`config.mk`:
```
export PLATFORM = sky130hd
export DESIGN_NAME = array_list_insert_delete
export DESIGN_NICKNAME = d
export VERILOG_FILES = /design/src/alil_pkg.sv /design/src/alil_mem.sv /design/src/alil_ctrl.sv /design/src/array_list_insert_delete.sv
export SDC_FILE = /design/constraint.sdc
export NUM_CORES = 2
export LEC_CHECK = 0
export BUFFER_PORTS_ARGS = -buffer_cell sky130_fd_sc_hd__buf_2
export CORE_UTILIZATION = 45
export DETAILED_ROUTE_END_ITERATION = 6
export GPL_ROUTABILITY_DRIVEN = 1
export REMOVE_ABC_BUFFERS = 1
export SLEW_MARGIN = 40
export SYNTH_ARGS = -nofsm -noshare
export SYNTH_HDL_FRONTEND = slang
export SYNTH_SLANG_ARGS = --single-unit
```
`constraint.sdc`:
```
create_clock -name clk -period 7.8 [get_ports clk]
set_clock_uncertainty 0.15 [all_clocks]
set_input_delay 0.78 -clock clk [delete_from_list [all_inputs] [get_ports clk]]
set_output_delay 0.78 -clock clk [all_outputs]
set_load 0.02 [all_outputs]
```
`src/alil_pkg.sv`:
```
// Package for the array list block: command and status codes, the request
// and response payload types, and the memory access bundle.
// No dependencies.
package alil_pkg;

  localparam int unsigned CMD_W  = 2;
  localparam int unsigned POS_W  = 6;
  localparam int unsigned DATA_W = 32;
  localparam int unsigned ST_W   = 2;
  localparam int unsigned CNT_W  = 7;

  // Command codes
  localparam logic [CMD_W-1:0] CMD_APPEND = 2'd0;
  localparam logic [CMD_W-1:0] CMD_INSERT = 2'd1;
  localparam logic [CMD_W-1:0] CMD_DELETE = 2'd2;
  localparam logic [CMD_W-1:0] CMD_READ   = 2'd3;

  // Status codes
  localparam logic [ST_W-1:0] ST_OK     = 2'd0;
  localparam logic [ST_W-1:0] ST_FULL   = 2'd1;
  localparam logic [ST_W-1:0] ST_EMPTY  = 2'd2;
  localparam logic [ST_W-1:0] ST_BADPOS = 2'd3;

  typedef struct packed {
    logic [CMD_W-1:0]         cmd;
    logic [POS_W-1:0]         pos;
    logic signed [DATA_W-1:0] value;
  } in_t;

  typedef struct packed {
    logic [ST_W-1:0]          status;
    logic signed [DATA_W-1:0] data;
    logic [POS_W-1:0]         index;
    logic [CNT_W-1:0]         count;
    logic                     last;
  } out_t;

  // One write and one read per cycle into the element store
  typedef struct packed {
    logic              we;
    logic [POS_W-1:0]  waddr;
    logic [DATA_W-1:0] wdata;
    logic              re;
    logic [POS_W-1:0]  raddr;
  } mem_req_t;

endpackage

```
`src/alil_mem.sv`:
```
// Element store: one write port, one read port, registered read data.
// Depends on alil_pkg.
module alil_mem import alil_pkg::*; #(
  parameter int unsigned CAPACITY = 64
) (
  input  logic              clk,
  input  mem_req_t          mem_req,
  output logic [DATA_W-1:0] mem_rdata
);

  localparam int unsigned AW = (CAPACITY > 1) ? $clog2(CAPACITY) : 1;

  logic [DATA_W-1:0] mem_r [CAPACITY];
  logic [DATA_W-1:0] rdata_r;

  // Write port
  always_ff @(posedge clk) begin
    if (mem_req.we) begin
      mem_r[mem_req.waddr[AW-1:0]] <= mem_req.wdata;
    end
  end

  // Read port, registered; data holds until the next read
  always_ff @(posedge clk) begin
    if (mem_req.re) begin
      rdata_r <= mem_r[mem_req.raddr[AW-1:0]];
    end
  end

  assign mem_rdata = rdata_r;

endmodule

```
`src/alil_ctrl.sv`:
```
// Command sequencer for the array list: checks, shift loops through the
// element store, read-out streaming and the output register.
// Depends on alil_pkg; drives alil_mem.
module alil_ctrl import alil_pkg::*; #(
  parameter int unsigned CAPACITY = 64
) (
  input  logic              clk,
  input  logic              rst_n,
  input  logic              in_valid,
  output logic              in_stall,
  input  in_t               in_req,
  output logic              out_valid,
  input  logic              out_stall,
  output out_t              out_rsp,
  output mem_req_t          mem_req,
  input  logic [DATA_W-1:0] mem_rdata
);

  localparam int unsigned AW = (CAPACITY > 1) ? $clog2(CAPACITY) : 1;

  typedef enum logic [3:0] {
    S_IDLE,
    S_INS,
    S_INS_LAST,
    S_INS_PUT,
    S_DEL,
    S_DEL_LAST,
    S_RD,
    S_RD_WAIT,
    S_RESP
  } state_t;

  state_t            state_r;
  logic [CNT_W-1:0]  cnt_r;
  logic [AW-1:0]     pos_r;
  logic [DATA_W-1:0] val_r;
  logic [AW-1:0]     rd_r;
  logic [AW-1:0]     wa_r;
  logic              pend_r;
  logic              first_r;
  logic [DATA_W-1:0] gone_r;
  logic [ST_W-1:0]   st_r;
  logic [POS_W-1:0]  idx_r;
  logic              out_valid_r;
  out_t              out_rsp_r;

  logic             accept;
  logic             out_free;
  logic             out_load;
  logic             full;
  logic [CNT_W-1:0] pos_ext;
  logic [CNT_W-1:0] cnt_m1;
  logic [AW-1:0]    last_a;

  assign accept   = in_valid && !in_stall;
  assign in_stall = (state_r != S_IDLE);
  assign out_free = !out_valid_r || !out_stall;
  assign out_load = out_free && ((state_r == S_RD_WAIT) || (state_r == S_RESP));
  assign full     = (cnt_r >= CNT_W'(CAPACITY));
  assign pos_ext  = CNT_W'(in_req.pos);
  assign cnt_m1   = cnt_r - CNT_W'(1);
  assign last_a   = cnt_m1[AW-1:0];

  assign out_valid = out_valid_r;
  assign out_rsp   = out_rsp_r;

  // Memory port requests per state
  always_comb begin
    mem_req = '0;
    unique case (state_r)
      S_IDLE: begin
        if (accept && (in_req.cmd == CMD_APPEND) && !full) begin
          mem_req.we    = 1'b1;
          mem_req.waddr = POS_W'(cnt_r);
          mem_req.wdata = in_req.value;
        end
      end
      S_INS: begin
        mem_req.re    = 1'b1;
        mem_req.raddr = POS_W'(rd_r);
        if (pend_r) begin
          mem_req.we    = 1'b1;
          mem_req.waddr = POS_W'(wa_r);
          mem_req.wdata = mem_rdata;
        end
      end
      S_INS_LAST: begin
        mem_req.we    = 1'b1;
        mem_req.waddr = POS_W'(wa_r);
        mem_req.wdata = mem_rdata;
      end
      S_INS_PUT: begin
        mem_req.we    = 1'b1;
        mem_req.waddr = POS_W'(pos_r);
        mem_req.wdata = val_r;
      end
      S_DEL: begin
        mem_req.re    = 1'b1;
        mem_req.raddr = POS_W'(rd_r);
        if (pend_r && !first_r) begin
          mem_req.we    = 1'b1;
          mem_req.waddr = POS_W'(wa_r);
          mem_req.wdata = mem_rdata;
        end
      end
      S_DEL_LAST: begin
        if (!first_r) begin
          mem_req.we    = 1'b1;
          mem_req.waddr = POS_W'(wa_r);
          mem_req.wdata = mem_rdata;
        end
      end
      S_RD: begin
        mem_req.re    = 1'b1;
        mem_req.raddr = POS_W'(rd_r);
      end
      S_RD_WAIT, S_RESP: begin
      end
      default: begin
      end
    endcase
  end

  // Sequencer state and registered outputs
  always_ff @(posedge clk) begin
    if (!rst_n) begin
      state_r     <= S_IDLE;
      cnt_r       <= '0;
      pend_r      <= 1'b0;
      first_r     <= 1'b0;
      out_valid_r <= 1'b0;
    end else begin
      // Output register: loaded by the emitting states, freed when taken
      if (out_load) begin
        out_valid_r <= 1'b1;
      end else if (!out_stall) begin
        out_valid_r <= 1'b0;
      end

      unique case (state_r)
        S_IDLE: begin
          if (accept) begin
            gone_r <= '0;
            pos_r  <= in_req.pos[AW-1:0];
            val_r  <= in_req.value;
            pend_r <= 1'b0;
            unique case (in_req.cmd)
              CMD_APPEND: begin
                if (full) begin
                  st_r  <= ST_FULL;
                  idx_r <= '0;
                end else begin
                  st_r  <= ST_OK;
                  idx_r <= POS_W'(cnt_r);
                  cnt_r <= cnt_r + CNT_W'(1);
                end
                state_r <= S_RESP;
              end
              CMD_INSERT: begin
                idx_r <= in_req.pos;
                priority if (full) begin
                  st_r    <= ST_FULL;
                  state_r <= S_RESP;
                end else if (pos_ext > cnt_r) begin
                  st_r    <= ST_BADPOS;
                  state_r <= S_RESP;
                end else if (pos_ext == cnt_r) begin
                  st_r    <= ST_OK;
                  state_r <= S_INS_PUT;
                end else begin
                  st_r    <= ST_OK;
                  rd_r    <= last_a;
                  state_r <= S_INS;
                end
              end
              CMD_DELETE: begin
                idx_r <= in_req.pos;
                priority if (cnt_r == '0) begin
                  st_r    <= ST_EMPTY;
                  state_r <= S_RESP;
                end else if (pos_ext >= cnt_r) begin
                  st_r    <= ST_BADPOS;
                  state_r <= S_RESP;
                end else begin
                  st_r    <= ST_OK;
                  rd_r    <= in_req.pos[AW-1:0];
                  state_r <= S_DEL;
                end
              end
              CMD_READ: begin
                if (cnt_r == '0) begin
                  st_r    <= ST_EMPTY;
                  idx_r   <= '0;
                  state_r <= S_RESP;
                end else begin
                  rd_r    <= '0;
                  state_r <= S_RD;
                end
              end
              default: begin
              end
            endcase
          end
        end

        // Shift up: read slot rd, write it to rd+1 in the following cycle
        S_INS: begin
          wa_r   <= rd_r + AW'(1);
          pend_r <= 1'b1;
          if (rd_r == pos_r) begin
            state_r <= S_INS_LAST;
          end else begin
            rd_r <= rd_r - AW'(1);
          end
        end
        S_INS_LAST: begin
          pend_r  <= 1'b0;
          state_r <= S_INS_PUT;
        end
        S_INS_PUT: begin
          cnt_r   <= cnt_r + CNT_W'(1);
          state_r <= S_RESP;
        end

        // Shift down: first read is the deleted value, the rest move to rd-1
        S_DEL: begin
          if (pend_r && first_r) begin
            gone_r <= mem_rdata;
          end
          wa_r    <= rd_r - AW'(1);
          pend_r  <= 1'b1;
          first_r <= (rd_r == pos_r);
          if (rd_r == last_a) begin
            state_r <= S_DEL_LAST;
          end else begin
            rd_r <= rd_r + AW'(1);
          end
        end
        S_DEL_LAST: begin
          if (first_r) begin
            gone_r <= mem_rdata;
          end
          pend_r  <= 1'b0;
          first_r <= 1'b0;
          cnt_r   <= cnt_m1;
          state_r <= S_RESP;
        end

        // Read-out: one element per read, held until the output frees
        S_RD: begin
          state_r <= S_RD_WAIT;
        end
        S_RD_WAIT: begin
          if (out_free) begin
            out_rsp_r.status <= ST_OK;
            out_rsp_r.data   <= mem_rdata;
            out_rsp_r.index  <= POS_W'(rd_r);
            out_rsp_r.count  <= cnt_r;
            out_rsp_r.last   <= (rd_r == last_a);
            if (rd_r == last_a) begin
              state_r <= S_IDLE;
            end else begin
              rd_r    <= rd_r + AW'(1);
              state_r <= S_RD;
            end
          end
        end

        // Single response for append, insert, delete and empty read-out
        S_RESP: begin
          if (out_free) begin
            out_rsp_r.status <= st_r;
            out_rsp_r.data   <= gone_r;
            out_rsp_r.index  <= idx_r;
            out_rsp_r.count  <= cnt_r;
            out_rsp_r.last   <= 1'b1;
            state_r          <= S_IDLE;
          end
        end
        default: begin
          state_r <= S_IDLE;
        end
      endcase
    end
  end

endmodule

```
`src/array_list_insert_delete.sv`:
```
// Top level of the array list: sequencer plus element store.
// Depends on alil_pkg, alil_ctrl and alil_mem.
//
//  Channel  Ports                          Carries
//  input    in_valid, in_stall, in_req     cmd, pos, value
//  output   out_valid, out_stall, out_rsp  status, data, index, count, last
//
// One request at a time; in_stall is high while a request is in progress.
// Append and error cases go straight to the response. Insert at pos < count
// shifts entries pos..count-1 up one and then writes the value; at pos = count
// it writes directly. Delete shifts the entries above pos down one; both move
// one entry per cycle via the single store port. Read-all reads, emits each element.
// Reset clears the count and the sequencer; store contents are not cleared.
// A stalled output holds its response and pauses the sequencer when it has a response to emit.
module array_list_insert_delete import alil_pkg::*; #(
  parameter int unsigned CAPACITY = 64
) (
  input  logic clk,
  input  logic rst_n,
  input  logic in_valid,
  output logic in_stall,
  input  in_t  in_req,
  output logic out_valid,
  input  logic out_stall,
  output out_t out_rsp
);

  mem_req_t          mem_req;
  logic [DATA_W-1:0] mem_rdata;

  alil_ctrl #(
    .CAPACITY (CAPACITY)
  ) u_ctrl (
    .clk       (clk),
    .rst_n     (rst_n),
    .in_valid  (in_valid),
    .in_stall  (in_stall),
    .in_req    (in_req),
    .out_valid (out_valid),
    .out_stall (out_stall),
    .out_rsp   (out_rsp),
    .mem_req   (mem_req),
    .mem_rdata (mem_rdata)
  );

  alil_mem #(
    .CAPACITY (CAPACITY)
  ) u_mem (
    .clk       (clk),
    .mem_req   (mem_req),
    .mem_rdata (mem_rdata)
  );

endmodule
```
# Yosys cells after proc, flatten, opt, wreduce, memory -nomap -nowiden
# Memory sizes are Yosys's and may differ from the RTL's. A register that Yosys moved wholly into a read port is not among the register bits.
# Cells that the tools add are included.
[word_totals] ff_bits=152 latchBits=0 ram_bits=2048 romBits=0 input_bits=44 out_inout_bits=50 wordCells=157 memories=1
[classes] addsub=4 mul=0 div_mod_pow=0 magnitude_cmp=3 eq_ne=33 shifts=0 muxes=61 bitwise_logic=0 reduce_logical=38
[mem_list] name="u_mem.mem_r" depth=64 word_bits=32 read_ports=1 rd_ports_with_merged_regs=1 wr=1 line="alil_mem.sv:13" source="logic [DATA_W-1:0] mem_r [CAPACITY];"
[ops] cell="$pmux 39 s6" count=1
[ops] cell="$mux 39" count=4
[ops] cell="$mux 32" count=3
[ops] cell="$mux 48" count=2
[ops] cell="$pmux 32 s3" count=1
[ops] cell="$pmux 48 s2" count=1
[ops] cell="$mux 6" count=12
[ops] cell="$mux 4" count=10
[ops] cell="$pmux 6 s3" count=2
[ops] cell="$pmux 4 s8" count=1
[ops] cell="$mux 7" count=4
[ops] cell="$pmux 6 s4" count=1
[ops] cell="$pmux 7 s3" count=1
[ops] cell="$ne 2x1->1 const B" count=10
[ops] cell="$ne 3x3->1 const B" count=6
[ops] cell="$eq 4x3->1 const B" count=4
[ops] cell="$pmux 4 s4" count=1
[ops] cell="$eq 6x6->1" count=2
[ops] cell="$mux 2" count=6
[ops] cell="$pmux 6 s2" count=1
[ops] cell="$reduce_and 12->1" count=1
[ops] cell="$reduce_and 4->1" count=3
[ops] cell="$reduce_and 5->1" count=2
[ops] cell="$reduce_bool 3->1" count=3
[ops] cell="32 further kinds" count=57

# Logic depth before layout (Yosys ltp)
[logic_depth] ltp_word=9 ltp_mapped=11 depth_no_buf=8

# By module
# From an unflattened synthesis, not the netlist that was laid out.
[unflattened] cells_unflattened=4124 hier_area_um2=86977.2
[by_module_without_submodules] module="alil_mem" n_inst=1 cells_per_inst=3511 area_per_inst_um2=79359.9 seq_area_each_um2=62459.9
[by_module_without_submodules] module="alil_ctrl" n_inst=1 cells_per_inst=613 area_per_inst_um2=7617.3 seq_area_each_um2=4424.2

# Worst setup path before layout
# OpenSTA, ideal clock, no wires.
[synth_path] path_kind="register to register" startpoint="register u_ctrl.state_r[2]" endpoint="register u_ctrl.out_rsp_r, in the netlist u_ctrl.out_rsp[0] (enable)" setup_ns=0.523 t_arrival_ns=4.741 t_required_ns=7.127 setup_slack_ns=2.386 path_stages_with_launch=7 n_path_buf=3 cell_sequence="dfxtp_1 -> buf_2 -> buf_4 -> nor2b_1 -> clkbuf_1 -> a21o_1 -> nor3b_1"
[synth_between] elab_chain_cells=3 word_cells_on_any_way=6 classes_between="eq/ne: 4; reduce/logical: 2"
[synth_lines] item="from (decl)" line="alil_ctrl.sv:33" source="state_t state_r;"
[synth_lines] item="from (signal assigned)" line="alil_ctrl.sv:127" source="state_r <= S_IDLE;"
[synth_lines] item="from (signal assigned)" line="alil_ctrl.sv:157" source="state_r <= S_RESP;"
[synth_lines] item="from (signal assigned)" line="alil_ctrl.sv:163" source="state_r <= S_RESP;"
[synth_lines] item="$eq 4x4->1 or $eq 4x3->1 (tied branches)" line="alil_ctrl.sv:140" source="unique case (state_r)"
[synth_lines] item="$ne 2x1->1 (no source line) or $reduce_bool 2->1 (tied branches)"
[synth_lines] item="$reduce_and 4->1 (no source line) *"
[synth_lines] item="to (decl)" line="alil_ctrl.sv:45" source="out_t out_rsp_r;"
# Mark *: on every way between the ends. The rest lies on a longest branch, timed or not.
# A chain may end at the register's enable or synchronous reset.

# Worst setup path after layout
[layout_path] startpoint="register u_ctrl.state_r[0]" endpoint="register u_mem.rdata_r[25] (netlist: u_mem.mem_rdata[25]), read port of u_mem.mem_r (data pin)"
[layout_between] elab_chain_cells=3 word_cells_on_any_way=5 classes_between="eq/ne: 3; mux: 1; reduce/logical: 1"
[layout_lines] item="$eq 4x3->1 or $eq 4x1->1 (tied branches)" line="alil_ctrl.sv:70" source="unique case (state_r)"
[layout_lines] item="$reduce_or 3->1 (no source line) *"
[layout_lines] item="$mux 7 *" line="alil_ctrl.sv:70"
[layout_lines] item="to (decl)" line="alil_mem.sv:14" source="logic [DATA_W-1:0] rdata_r;"
# Marked as above.

==> flow_summary_export.csv <==
group,metric,value,unit
pwr,intPower,19.78,mW
die,fp.dieH,448.9,um
cts,post_cts_buffers,0,
pwr,cellLeakagePower,34.03,nW
setup_path,r2r-end,"u_mem.mem_rdata[25]",
cts,tritoncts,"yes",
run_status,status,"finished, final reports clean",
sta,rsz0062_at_grt,"false",
die,dieArea,0.2015,mm2
routing,post-route-drc-count,0,
hold_path,whs_endpoint,"u_ctrl.pos_r[5]",
grt,grt_pass1_vias,50750,
routing,drt_iter0_drc,9585,
pwr,p_comb_share,9.8,%
logic_synthesis,ys.warnings.count,0,
logic_synthesis,synth_seq_cells,2232,
placement,gp_congestion,0.9501,
cts,cts-root-buf,"clkbuf_16",
sta,timing.fmax,195.7,MHz
setup_path,cp-end-kind,"register",
grt,grt_overflow_total,0,
cts,clk_path_buf_depth,3,
cts,post_cts_resize_count,0,
cts,cts.sinks,2232,
placement,dp_slack,2.775,ns
hold_path,hold_start,"in_req[37]",
cells_and_area,drive_above_1_share,20.60,%
job,cap_violations,0,
cts,clk_latency,0.90,ns
pwr,power.total,26.40,mW
die,io_pins,94,
die,fp.dieW,448.9,um
routing,num_vias,54530,
hold_path,hold_path_class,"in -> reg",
logic_synthesis,syn-cell-area,0.08986,mm2
sta,period_share,65.52,%
setup_path,cp_data_required_time,8.26,ns
sta,tns,0,ns
setup_path,critPathLaunchType,"register",
cells_and_area,final_cell_mix,"2218 x edfxtp_1, 329 x mux2_2, 293 x mux2i_1",
grt,grt_pass1_wl,399300,um
pwr,power_density,254.3,mW/mm2
pwr,p_sw,6.612,mW
routing,vias_per_cell,6.443,
routing,ant_nets,0,
logic_synthesis,synth_edf_count,2218,
logic_synthesis,synthArstFlopShare,0,%
setup_path,r2r-start,"u_ctrl.state_r[0]",
die,rows,163,
setup_path,cp_data_arrival_time,5.57,ns
sta,setup_violations,0,
setup_path,path_class,"reg -> reg",
routing,wl,287800,um
pwr,peakVddDrop,0.0002622,V
grt,antenna_found_initial,19,
cts,numCtsBuffers,223,
die,start_util,45.42,%
logic_synthesis,syn_avg_cell_area,16.53,um2
routing,dr.pass1.iters,6,
die,core_area,0.1978,mm2
setup_path,rrSetupSlack,2.69,ns
logic_synthesis,syn-instance-count,5436,
cts,cts_max_level,4,
logic_synthesis,synthFlopType,"edfxtp_1",
sta,slew_headroom,27.62,%
placement,dp_hpwl,180700,um
sta,drv_slew,0,
sta,hold_viol_final,0,
logic_synthesis,synth.distinct_cells,90,
cells_and_area,area_growth,15.50,%
sta,worst_pin_slew,1.076,ns
setup_path,worstPathMaxFanout,68,
cts,path_clk_slew,0.06,ns
cells_and_area,num-nets-final,5683,
hold_path,holdPathStages,1,
sta,fin_ws,2.689,ns
grt,grt_max_degree,134,
logic_synthesis,yosysSeqAreaShare,74.43,%
placement,io_buffer_count,93,
cells_and_area,final_common_cell,"edfxtp_1",
pwr,power_frac_seq,51.1,%
pwr,swShare,25.05,%
routing,wl_per_cell,34.00,um
sta,fin_crit,5.111,ns
pwr,p_clk_share,39.1,%
grt,track_usage,27.96,%
setup_path,reg2reg_depth,9,
[final cells by class]
type	instances	area [um2]
fillers	15840	94040
flip-flops and latches	2232	66890
multi-input cells	2734	22000
clock buffers	281	5798
repair buffers	376	4295
well taps	2640	3303
clock inverters	130	1220
inverters	57	251.5
diodes	13	32.53
[worst max-delay path, stage by stage (launching register included)]
cell	delay, ns
dfxtp_1	0.87
nor4b_4	0.32
buf_4	0.52
nor2_4	0.11
inv_6	0.46
and3_1	0.85
buf_4	0.41
a221oi_1	0.09
a221oi_1	0.82
o22ai_1	0.18
[power groups by stage]
stage | combinational (mW) | clock, mW | sequential [mW]
6_report | 2.59 | 10.3 | 13.5
5_1_grt | 2.66 | 10.9 | 13.5
4_1_cts | 2.53 | 10.4 | 13.5
3_5_place_dp | 2.51 | 0 | 13.7
3_3_place_gp | 2.44 | 0 | 13.7
2_1_floorplan | 1.57 | 0 | 13.8
[metrics by stage]
step           instance area [um2]  utilization [%]  instances  hold slack (ns)
2_1_floorplan                88160                -       5023           0.3454
3_3_place_gp                 93860            47.45       7900           0.3515
3_5_place_dp                 96310            48.69       8002           0.3533
4_1_cts                     103700            52.40       8446         0.007108
5_1_grt                     103800            52.45       8450          0.03193
6_report                    103800            52.46       8463          0.06651
[synth_stat cells, drive strengths merged (9+ instances only)]
library cell / n / area share, %
a2111oi: 30 / 0.29
a211o: 29 / 0.28
a211oi: 155 / 1.3
a21o: 29 / 0.24
a21oi: 164 / 0.93
a221o: 34 / 0.38
a221oi: 72 / 0.71
a222oi: 34 / 0.38
a22oi: 37 / 0.31
a2bb2oi: 19 / 0.19
a31oi: 36 / 0.25
a32oi: 30 / 0.29
and2: 72 / 0.50
buf: 146 / 0.77
clkbuf: 267 / 1.1
dfxtp: 14 / 0.31
edfxtp: 2218 / 74
ha: 15 / 0.21
inv: 53 / 0.22
mux2: 329 / 4.1
mux2i: 293 / 3.3
mux4: 39 / 0.98
nand2: 227 / 0.95
nand2b: 9 / 0.063
nand3: 19 / 0.11
nor2: 217 / 0.91
nor2b: 76 / 0.53
nor3: 15 / 0.084
nor3b: 9 / 0.093
o211a: 30 / 0.33
o211ai: 32 / 0.27
o21ai: 132 / 0.74
o221ai: 107 / 1.0
o22a: 27 / 0.26
o22ai: 223 / 1.6
o31ai: 30 / 0.25
o32ai: 63 / 0.61
xnor2: 21 / 0.20
[logic make-up after synthesis]
logic type	synth area share (%)
compound gates	10.95
xor+xnor	0.3189
fa+ha+maj	0.2089
buf+inv	2.125
flops	74.43
mux	8.364
simple gates	3.597
[repair_timing]
item                                    in CTS  in global routing
endpoints found under the setup margin       0                  0
hold buffers                                33                  0
endpoints found under the hold margin       33                  0
[metal layers]
metal | vias up | share of wire (%) | track usage [%]
li1 | 22480 | - | -
met1 | 28090 | 40 | 41.12
met2 | 3478 | 43 | 40.29
met3 | 479 | 13 | 7.100
met4 | 12 | 3.8 | 9.636
met5 | - | 0.029 | 0
[registers in the layout (all words and copies together), names as in the netlist, 2 cells and up]
| name | flops |
|---|---|
| u_mem.mem_r | 2048 |
| u_ctrl.out_rsp | 48 |
| u_ctrl.gone_r | 32 |
| u_ctrl.val_r | 32 |
| u_mem.mem_rdata | 32 |
| u_ctrl.cnt_r | 7 |
| u_ctrl.idx_r | 6 |
| u_ctrl.pos_r | 6 |
| u_ctrl.rd_r | 6 |
| u_ctrl.wa_r | 6 |
| u_ctrl.state_r | 4 |
| u_ctrl.st_r | 2 |
[worst max path at each step]
stage | start | to | depth (start not counted)
2_1_floorplan | u_ctrl.rd_r[0] | u_ctrl.rd_r[4] | 5
3_3_place_gp | u_ctrl.state_r[1] | u_mem.mem_r[46][21] | 7
3_5_place_dp | u_ctrl.state_r[0] | u_mem.mem_r[62][13] | 8
4_1_cts | u_ctrl.state_r[0] | u_mem.mem_r[62][17] | 8
5_1_grt | u_ctrl.state_r[0] | u_mem.mem_r[62][22] | 8
6_report | u_ctrl.state_r[0] | u_mem.mem_rdata[25] | 9
Note: power is estimated with default switching activity, not from simulation.
